<file path="src/rtl/dfla_pkg.sv">
package dfla_pkg;

  localparam int unsigned CfgIdxW  = 3;
  localparam int unsigned CfgDataW = 16;

  localparam logic [CfgIdxW-1:0] REG_PRESSURE_LIMIT = 3'd0;
  localparam logic [CfgIdxW-1:0] REG_DRIVER_POLLS   = 3'd1;
  localparam logic [CfgIdxW-1:0] REG_PRESSURE_POLLS = 3'd2;
  localparam logic [CfgIdxW-1:0] REG_STOP_POLLS     = 3'd3;
  localparam logic [CfgIdxW-1:0] REG_MUTE_MS        = 3'd4;

  localparam logic signed [15:0] PRESSURE_LIMIT_RST = 16'sd400;
  localparam logic [7:0]         DRIVER_POLLS_RST   = 8'd5;
  localparam logic [7:0]         PRESSURE_POLLS_RST = 8'd3;
  localparam logic [7:0]         STOP_POLLS_RST     = 8'd3;
  localparam logic [15:0]        MUTE_MS_RST        = 16'd4000;

  localparam logic [1:0] OP_POLL  = 2'd0;
  localparam logic [1:0] OP_SET   = 2'd1;
  localparam logic [1:0] OP_CLEAR = 2'd2;

  localparam logic [1:0] TONE_OFF        = 2'd0;
  localparam logic [1:0] TONE_CRITICAL   = 2'd1;
  localparam logic [1:0] TONE_DISCONNECT = 2'd2;
  localparam logic [1:0] TONE_WARNING    = 2'd3;

  localparam int unsigned BIT_DRIVER     = 0;
  localparam int unsigned BIT_PRESSURE   = 1;
  localparam int unsigned BIT_STOP       = 2;
  localparam int unsigned BIT_DISCONNECT = 3;

  localparam logic [7:0] COUNT_MAX = 8'hFF;

  typedef struct packed {
    logic signed [15:0] pressure_limit;
    logic [7:0]         driver_alarm_polls;
    logic [7:0]         pressure_polls;
    logic [7:0]         stop_polls;
    logic [15:0]        mute_ms;
  } cfg_t;

  typedef struct packed {
    logic [1:0]         operation;
    logic               driver_alarm;
    logic signed [15:0] pressure;
    logic               stop_open;
    logic [31:0]        now_ms;
    logic [7:0]         set_bits;
  } in_item_t;

  typedef struct packed {
    logic [7:0] fault_code;
    logic       faulted;
    logic       motor_disable;
    logic       red_led;
    logic [1:0] tone;
    logic       reboot_request;
  } out_item_t;

endpackage

</file>
<file path="src/rtl/dfla_if.sv">
interface dfla_in_if;
  import dfla_pkg::*;

  logic     valid;
  logic     ready;
  in_item_t item;

  modport source (output valid, output item, input ready);
  modport sink (input valid, input item, output ready);
endinterface

interface dfla_out_if;
  import dfla_pkg::*;

  logic      valid;
  logic      ready;
  out_item_t item;

  modport source (output valid, output item, input ready);
  modport sink (input valid, input item, output ready);
endinterface

</file>
<file path="src/rtl/dfla_cfg_regs.sv">
module dfla_cfg_regs (
  input  logic                            clk_i,
  input  logic                            rst_ni,
  input  logic                            cfg_we_i,
  input  logic [dfla_pkg::CfgIdxW-1:0]    cfg_idx_i,
  input  logic [dfla_pkg::CfgDataW-1:0]   cfg_data_i,
  output dfla_pkg::cfg_t                  cfg_o
);
  import dfla_pkg::*;

  cfg_t cfg_q;
  cfg_t cfg_d;

  always_comb begin
    cfg_d = cfg_q;
    if (cfg_we_i) begin
      case (cfg_idx_i)
        REG_PRESSURE_LIMIT: cfg_d.pressure_limit     = $signed(cfg_data_i);
        REG_DRIVER_POLLS:   cfg_d.driver_alarm_polls = cfg_data_i[7:0];
        REG_PRESSURE_POLLS: cfg_d.pressure_polls     = cfg_data_i[7:0];
        REG_STOP_POLLS:     cfg_d.stop_polls         = cfg_data_i[7:0];
        REG_MUTE_MS:        cfg_d.mute_ms            = cfg_data_i;
        default:            cfg_d = cfg_q;
      endcase
    end
  end

  always_ff @(posedge clk_i or negedge rst_ni) begin
    if (!rst_ni) begin
      cfg_q.pressure_limit     <= PRESSURE_LIMIT_RST;
      cfg_q.driver_alarm_polls <= DRIVER_POLLS_RST;
      cfg_q.pressure_polls     <= PRESSURE_POLLS_RST;
      cfg_q.stop_polls         <= STOP_POLLS_RST;
      cfg_q.mute_ms            <= MUTE_MS_RST;
    end else begin
      cfg_q <= cfg_d;
    end
  end

  assign cfg_o = cfg_q;

endmodule

</file>
<file path="src/rtl/dfla_in_stage.sv">
module dfla_in_stage (
  input  logic                 clk_i,
  input  logic                 rst_ni,
  input  logic                 valid_i,
  output logic                 ready_o,
  input  dfla_pkg::in_item_t   item_i,
  output logic                 valid_o,
  input  logic                 take_i,
  output dfla_pkg::in_item_t   item_o
);
  import dfla_pkg::*;

  logic     valid_q;
  in_item_t item_q;

  assign ready_o = !valid_q || take_i;

  always_ff @(posedge clk_i or negedge rst_ni) begin
    if (!rst_ni) begin
      valid_q <= 1'b0;
    end else if (ready_o) begin
      valid_q <= valid_i;
    end
  end

  always_ff @(posedge clk_i) begin
    if (ready_o && valid_i) begin
      item_q <= item_i;
    end
  end

  assign valid_o = valid_q;
  assign item_o  = item_q;

endmodule

</file>
<file path="src/rtl/dfla_core.sv">
module dfla_core (
  input  logic                 clk_i,
  input  logic                 rst_ni,
  input  logic                 step_i,
  input  dfla_pkg::cfg_t       cfg_i,
  input  dfla_pkg::in_item_t   item_i,
  output dfla_pkg::out_item_t  result_o
);
  import dfla_pkg::*;

  logic [7:0]  fault_bits_q, fault_bits_d;
  logic [7:0]  driver_count_q, driver_count_d;
  logic [7:0]  pressure_count_q, pressure_count_d;
  logic [7:0]  stop_count_q, stop_count_d;
  logic [31:0] fault_start_q, fault_start_d;
  logic        start_valid_q, start_valid_d;
  logic        motor_off_q, motor_off_d;
  logic        red_q, red_d;
  logic [1:0]  tone_q, tone_d;

  logic        over_pressure;
  logic [7:0]  driver_inc, pressure_inc, stop_inc;
  logic        driver_hit, pressure_hit, stop_hit;
  logic [7:0]  poll_bits;
  logic [31:0] start_sel;
  logic [31:0] elapsed;
  logic        tone_on;
  logic [1:0]  poll_tone;
  logic        reboot;

  always_comb begin
    over_pressure = item_i.pressure > cfg_i.pressure_limit;
    driver_inc   = (driver_count_q == COUNT_MAX) ? COUNT_MAX : driver_count_q + 8'd1;
    pressure_inc = (pressure_count_q == COUNT_MAX) ? COUNT_MAX : pressure_count_q + 8'd1;
    stop_inc     = (stop_count_q == COUNT_MAX) ? COUNT_MAX : stop_count_q + 8'd1;
    driver_hit   = item_i.driver_alarm && (driver_inc >= cfg_i.driver_alarm_polls);
    pressure_hit = over_pressure && (pressure_inc >= cfg_i.pressure_polls);
    stop_hit     = item_i.stop_open && (stop_inc >= cfg_i.stop_polls);

    poll_bits = fault_bits_q;
    poll_bits[BIT_DRIVER]   = fault_bits_q[BIT_DRIVER] | driver_hit;
    poll_bits[BIT_PRESSURE] = fault_bits_q[BIT_PRESSURE] | pressure_hit;
    poll_bits[BIT_STOP]     = fault_bits_q[BIT_STOP] | stop_hit;

    start_sel = start_valid_q ? fault_start_q : item_i.now_ms;
    elapsed   = item_i.now_ms - start_sel;
    tone_on   = (elapsed < {16'd0, cfg_i.mute_ms}) || poll_bits[BIT_STOP];
    if (!tone_on) begin
      poll_tone = TONE_OFF;
    end else if (poll_bits[BIT_STOP] || poll_bits[BIT_PRESSURE]) begin
      poll_tone = TONE_CRITICAL;
    end else if (poll_bits[BIT_DISCONNECT]) begin
      poll_tone = TONE_DISCONNECT;
    end else begin
      poll_tone = TONE_WARNING;
    end

    fault_bits_d     = fault_bits_q;
    driver_count_d   = driver_count_q;
    pressure_count_d = pressure_count_q;
    stop_count_d     = stop_count_q;
    fault_start_d    = fault_start_q;
    start_valid_d    = start_valid_q;
    motor_off_d      = motor_off_q;
    red_d            = red_q;
    tone_d           = tone_q;
    reboot           = 1'b0;

    case (item_i.operation)
      OP_POLL: begin
        driver_count_d   = item_i.driver_alarm ? driver_inc : 8'd0;
        pressure_count_d = over_pressure ? pressure_inc : 8'd0;
        stop_count_d     = item_i.stop_open ? stop_inc : 8'd0;
        fault_bits_d     = poll_bits;
        reboot           = !item_i.stop_open && poll_bits[BIT_STOP];
        if (poll_bits != 8'd0) begin
          motor_off_d   = 1'b1;
          red_d         = 1'b1;
          fault_start_d = start_sel;
          start_valid_d = 1'b1;
          tone_d        = poll_tone;
        end else begin
          start_valid_d = 1'b0;
        end
      end
      OP_SET: begin
        fault_bits_d = fault_bits_q | item_i.set_bits;
      end
      OP_CLEAR: begin
        fault_bits_d = 8'd0;
        red_d        = 1'b0;
        tone_d       = TONE_OFF;
      end
      default: begin
        fault_bits_d = fault_bits_q;
      end
    endcase

    result_o.fault_code     = fault_bits_d;
    result_o.faulted        = fault_bits_d != 8'd0;
    result_o.motor_disable  = motor_off_d;
    result_o.red_led        = red_d;
    result_o.tone           = tone_d;
    result_o.reboot_request = reboot;
  end

  always_ff @(posedge clk_i or negedge rst_ni) begin
    if (!rst_ni) begin
      fault_bits_q     <= 8'd0;
      driver_count_q   <= 8'd0;
      pressure_count_q <= 8'd0;
      stop_count_q     <= 8'd0;
      fault_start_q    <= 32'd0;
      start_valid_q    <= 1'b0;
      motor_off_q      <= 1'b0;
      red_q            <= 1'b0;
      tone_q           <= TONE_OFF;
    end else if (step_i) begin
      fault_bits_q     <= fault_bits_d;
      driver_count_q   <= driver_count_d;
      pressure_count_q <= pressure_count_d;
      stop_count_q     <= stop_count_d;
      fault_start_q    <= fault_start_d;
      start_valid_q    <= start_valid_d;
      motor_off_q      <= motor_off_d;
      red_q            <= red_d;
      tone_q           <= tone_d;
    end
  end

endmodule

</file>
<file path="src/rtl/debounced_fault_latch_alarm.sv">
// Debounced fault latch and alarm driver.
//
// Items arrive on in_i (valid/ready) as poll, set-fault or clear requests,
// and each item produces exactly one result item on out_o (valid/ready).
// Configuration registers are written through cfg_we_i, cfg_idx_i and
// cfg_data_i only while the block is idle; the user must keep to this, as
// the block itself does not enforce it. Writes take effect at the next edge.
//
// An accepted item is held in an input register, processed against the
// fault state and placed in the result register, which drives out_o. One
// item per cycle is sustained while the receiver does not stall.
//
// Reset clears all fault state, counters and held outputs and loads the
// register defaults. When the receiver stalls, the result register holds
// its item, the input register takes one more item, and in_i.ready then
// drops until the result is taken.
module debounced_fault_latch_alarm (
  input  logic                           clk_i,
  input  logic                           rst_ni,
  dfla_in_if.sink                        in_i,
  dfla_out_if.source                     out_o,
  input  logic                           cfg_we_i,
  input  logic [dfla_pkg::CfgIdxW-1:0]   cfg_idx_i,
  input  logic [dfla_pkg::CfgDataW-1:0]  cfg_data_i
);
  import dfla_pkg::*;

  cfg_t      cfg;
  in_item_t  stage_item;
  logic      stage_valid;
  logic      advance;
  out_item_t result;
  logic      out_valid_q;
  out_item_t out_item_q;

  assign advance = stage_valid && (!out_valid_q || out_o.ready);

  dfla_cfg_regs u_cfg (
    .clk_i      (clk_i),
    .rst_ni     (rst_ni),
    .cfg_we_i   (cfg_we_i),
    .cfg_idx_i  (cfg_idx_i),
    .cfg_data_i (cfg_data_i),
    .cfg_o      (cfg)
  );

  dfla_in_stage u_in (
    .clk_i   (clk_i),
    .rst_ni  (rst_ni),
    .valid_i (in_i.valid),
    .ready_o (in_i.ready),
    .item_i  (in_i.item),
    .valid_o (stage_valid),
    .take_i  (advance),
    .item_o  (stage_item)
  );

  dfla_core u_core (
    .clk_i    (clk_i),
    .rst_ni   (rst_ni),
    .step_i   (advance),
    .cfg_i    (cfg),
    .item_i   (stage_item),
    .result_o (result)
  );

  always_ff @(posedge clk_i or negedge rst_ni) begin
    if (!rst_ni) begin
      out_valid_q <= 1'b0;
    end else if (!out_valid_q || out_o.ready) begin
      out_valid_q <= stage_valid;
    end
  end

  always_ff @(posedge clk_i) begin
    if (advance) begin
      out_item_q <= result;
    end
  end

  assign out_o.valid = out_valid_q;
  assign out_o.item  = out_item_q;

endmodule

</file>
<file path="src/flat_wrapper.sv">
// flat-port wrapper written by rule: the top's interface ports become plain ports
module debounced_fault_latch_alarm_flat import dfla_pkg::*;
  (clk_i, rst_ni, cfg_we_i, cfg_idx_i, cfg_data_i, in_i_valid, in_i_item, in_i_ready, out_o_valid, out_o_item, out_o_ready);
  dfla_in_if in_i_i ();
  dfla_out_if out_o_i ();
  input  logic clk_i;
  input  logic rst_ni;
  input  logic cfg_we_i;
  input  logic [dfla_pkg::CfgIdxW-1:0] cfg_idx_i;
  input  logic [dfla_pkg::CfgDataW-1:0] cfg_data_i;
  input wire logic [$bits(in_i_i.valid)-1:0] in_i_valid;
  input wire logic [$bits(in_i_i.item)-1:0] in_i_item;
  output wire logic [$bits(in_i_i.ready)-1:0] in_i_ready;
  output wire logic [$bits(out_o_i.valid)-1:0] out_o_valid;
  output wire logic [$bits(out_o_i.item)-1:0] out_o_item;
  input wire logic [$bits(out_o_i.ready)-1:0] out_o_ready;
  assign in_i_i.valid = in_i_valid;
  assign in_i_i.item = in_i_item;
  assign in_i_ready = in_i_i.ready;
  assign out_o_valid = out_o_i.valid;
  assign out_o_item = out_o_i.item;
  assign out_o_i.ready = out_o_ready;
  debounced_fault_latch_alarm u_core (.clk_i(clk_i), .rst_ni(rst_ni), .in_i(in_i_i), .out_o(out_o_i), .cfg_we_i(cfg_we_i), .cfg_idx_i(cfg_idx_i), .cfg_data_i(cfg_data_i));
endmodule
</file>
<file path="config.mk">
export PLATFORM = sky130hd
export DESIGN_NAME = debounced_fault_latch_alarm_flat
export DESIGN_NICKNAME = d
export VERILOG_FILES = /design/src/rtl/dfla_pkg.sv /design/src/rtl/dfla_if.sv /design/src/rtl/dfla_cfg_regs.sv /design/src/rtl/dfla_in_stage.sv /design/src/rtl/dfla_core.sv /design/src/rtl/debounced_fault_latch_alarm.sv /design/src/flat_wrapper.sv
export SDC_FILE = /design/constraint.sdc
export NUM_CORES = 1
export LEC_CHECK = 0
export BUFFER_PORTS_ARGS = -buffer_cell sky130_fd_sc_hd__buf_4
export CAP_MARGIN = 10
export CELL_PAD_IN_SITES_DETAIL_PLACEMENT = 2
export CELL_PAD_IN_SITES_GLOBAL_PLACEMENT = 2
export CORE_AREA = 2 2 171 173
export DETAILED_ROUTE_END_ITERATION = 16
export DIE_AREA = 0 0 173 175
export GPL_TIMING_DRIVEN = 0
export PLACE_DENSITY = 0.89
export SLEW_MARGIN = 10
export SYNTH_ARGS = -nofsm -noshare
export SYNTH_HDL_FRONTEND = slang
export SYNTH_HIERARCHICAL = 1
export SYNTH_SLANG_ARGS = --single-unit
</file>
<file path="constraint.sdc">
create_clock -name clk_i -period 6.4 [get_ports clk_i]
set_input_delay 0.64 -clock clk_i [delete_from_list [all_inputs] [get_ports clk_i]]
set_output_delay 0.64 -clock clk_i [all_outputs]
set_load 0.05 [all_outputs]
</file>
==> impl_results.md <==
- Outcome: completed
- Drt pass-1 iters: 5
- # rows: 62
- GRT Resource Usage Total: 24.71%
- CP Class: register to register
- Layout net count: 1353
- Clk slew on worst S/H paths: 0.06 ns
- Origin of the critical flop-to-flop path: u_core/u_core/start_valid_q
- Post-synth EDFFs: 74
- Synth warn: 6
- Max-cap violations: 0
- Met3 Usage GRT: 2.981%
- Switching Fraction: 38.42%
- Worst skew pair latency: 0.53 ns
- Number of global-route vias before repair: 10200
- Total Routed Length: 37500 um
- Most common cell after layout, fill and taps aside: dfrtp_1
- Skew final: 0.02300 ns
- Crit path launch type: register
- Flop pwr share: 34.0%
- Crit-path max FO: 10
- Initial antenna violation count: 0
- Multiplexer share of the synthesized area: 9.401%
- VDD IR max: 0.0002485 V
- Synth unique cells: 70
- GRT busiest layer: met2
- Worst-Margin Slew: 0.8715 ns
- Final Core Density: 46.96%
- Headroom to the max-slew limit: 41.90%
- Drt wl/cell: 23.75 um
- GPL Wtd Cong: 0.8507
- Initial DRC count: 477
- Compound-Gate Fraction of Synth Area: 14.25%
- NetSw: 2.027 mW
- Post-Syn Area: 11290 um^2
- Avg Cell Area, Syn: 10.75 um^2
- Post-route setup TNS: 0 ns
- Sequential cell area: 5419 um^2
- Vias per cell: 5.620
- Die Footprint: 30280 um^2
- Met1 usage in global routing: 28.50%
- Drc violations: 0
- R2R Path End: u_core/out_o.item[2]
- Post-CTS Setup Inserts: 0
- Clock Tree Buf Depth: 3
- Die extent in x: 173 um
- Largest net degree at the start of global routing: 66
- Resize count post-CTS: 0
- Detailed Place HPWL: 24960 um
- Finished Layout Cells: 1579
- Starting Density: 39.75%
- P_leak: 5.919 nW
- Hold Crit Class: input pin to async pin
- PortBufs: 99
- CTS tree: done
- Worst Reg-to-Reg Cells: 20
- Synth Flop Type: dfrtp_1
- Share of cells above drive strength 1: 20.42%
- Synth Instances: 1050
- Multi-input logic area: 5399 um^2
- Simple-Gate Fraction of Synth Area: 11.75%
- Ys async rst share: 63.18%
- Fillers: 2957
- PD cells: 395.8 nW/um^2
- Pint: 3.250 mW
- CP Capture Type: register
- Diodes inserted: 0
- Xor-xnor portion of the synthesized cell area: 2.173%
- Cts bufs inserted: 25
- DR vias: 8874
- Final Hold Viols: 0
- Clock Tree Root: clkbuf_16
- Crit path DAT: 6.16 ns
- #FFs+latches synth: 201
- Die Ht: 175 um
- Slew Limit Fails: 0
- Routed Antenna Nets: 0
- CTS Sinks: 201
- Worst path required time: 6.70 ns
- Total power: 5.277 mW
- Clock Power Share: 26.1%
- R2R Setup Slk: 0.54 ns
- Combinational share of power: 39.9%
- Core Footprint: 28390 um^2
- Syn_nets: 1226
- RSZ-0062 raised after global routing: false
- Largest family of logic cells by synthesized area: compound AO/OA/AOI/OAI gates
- Hold slack: 0.09802 ns
- M2 GR Usage: 46.65%
- Grt ovf: 0
- Final setup violation count: 0
- Crit share post-route: 91.59%
- Area grow syn2layout: 18.15%
- Hold Buf Count CTS: 0
- Crit path time final: 5.862 ns
- Ports: 100
- Most frequent cells in the layout: 112 x dfrtp_1, 101 x buf_4, 97 x a21oi_1
- Max Fclk: 170.6 MHz
- First-pass GRT wire length: 59020 um
- Placed cells: 1534
- Register area share after synthesis: 48.02%
- H-Tree Depth: 1
- Post-Synth Adder-Cell Area: 10.27%
[metal layers]
| layer | up-vias | wire length, um | share of wire, % |
|---|---|---|---|
| li1 | 4049 | - | - |
| met1 | 4558 | 15010 | 40 |
| met3 | 84 | 1163 | 3.1 |
| met4 | 0 | 1443 | 3.8 |
| met5 | - | 0 | 0 |
| met2 | 183 | 19880 | 53 |
[kinds of logic (layout without fill, tap and decap cells)]
| logic type | after synthesis | after routing |
|---|---|---|
| simple gates | 270 | 270 |
| compound gates | 253 | 253 |
| flops | 201 | 201 |
| buf+inv | 108 | 253 |
| mux | 98 | 98 |
| fa+ha+maj | 92 | 92 |
| xor+xnor | 28 | 28 |
[worst max-delay path, cell delays in order (launching register included)]
cell and delay (ns):
dfrtp_1 0.32, clkbuf_1 0.37, buf_1 0.65, mux2i_1 0.31
ha_1 0.27, clkbuf_1 0.20, a21oi_1 0.20, o21ai_1 0.11
and3_1 0.19, a311o_1 0.45, xor2_1 0.20, ha_1 0.32
nand4_1 0.13, a21oi_1 0.08, a2111oi_0 0.47, nand4_1 0.17
a211oi_1 0.23, nand4_1 0.13, and4bb_1 0.35, nand3_1 0.13
o31ai_1 0.36
[flip-flops by register name, indices dropped and copies added (netlist names)]
register and count:
u_core/u_core/start_valid_q 1, u_core/u_core/stop_count_q 8, u_core/u_core/fault_start_q 32, u_core/u_core/pressure_count_q 8, u_core/out_o.item 14, u_core/u_core/motor_off_q 1
u_core/u_core/fault_bits_q 8, u_core/out_o.valid 1, u_core/u_core/tone_q 2, u_core/u_cfg/cfg_o 56, u_core/u_core/driver_count_q 8, u_core/u_core/red_q 1
u_core/u_in/valid_o 1, u_core/u_in/item_o 60
[area by class of cell]
cell class                      instances  area share (%)
Multi-Input combinational cell        741           40.49
Sequential cell                       201           40.64
Clock buffer                           38           5.433
Clock inverter                          7          0.5067
Tap cell                              384           3.603
Buffer                                 36           1.492
Timing Repair Buffer                  100           5.808
Inverter                               72           2.027
[through the flow]
stage	area, um^2	worst slack [ns]
2_1_floorplan	11290	1.905
3_3_place_gp	12510	0.9106
3_5_place_dp	12540	0.7505
4_1_cts	13330	0.4218
5_1_grt	13330	0.02811
6_report	13330	0.5384
[synth_stat cells (18+ instances only)]
library cell	instances	area share (%)
a22o_1	19	1.5
mux2i_1	34	3.0
dfrtp_1	112	25
ha_1	91	10
nand2_1	83	2.8
edfxtp_1	74	20
a21o_1	25	1.7
nand3_1	23	1.0
inv_1	72	2.4
mux2_2	64	6.4
a21oi_1	97	4.3
nor2_1	72	2.4
nand2b_1	20	1.1
clkbuf_1	18	0.60
nand4_1	20	1.1
o21ai_0	44	2.0
[worst max-delay path by stage]
stage | from | cells past startpoint | endpoint
finish | u_core/u_core/start_valid_q | 20 | u_core/out_o.item[2]
global route | u_core/u_core/start_valid_q | 20 | u_core/out_o.item[2]
detailed placement | u_core/u_core/start_valid_q | 20 | u_core/out_o.item[2]
CTS | u_core/u_core/start_valid_q | 20 | u_core/out_o.item[2]
global placement | u_core/u_core/start_valid_q | 20 | u_core/out_o.item[2]
floorplan | u_core/u_core/start_valid_q | 20 | u_core/out_o.item[1]
[power by group through the flow]
stage	combinational [mW]	clock [mW]	sequential, mW
4_1_cts	2.09	1.41	1.79
5_1_grt	2.30	1.46	1.82
2_1_floorplan	1.36	0	1.78
3_5_place_dp	1.97	0	1.80
3_3_place_gp	1.80	0	1.77
6_report	2.11	1.38	1.79
Note: power is estimated with default switching activity, not from simulation.
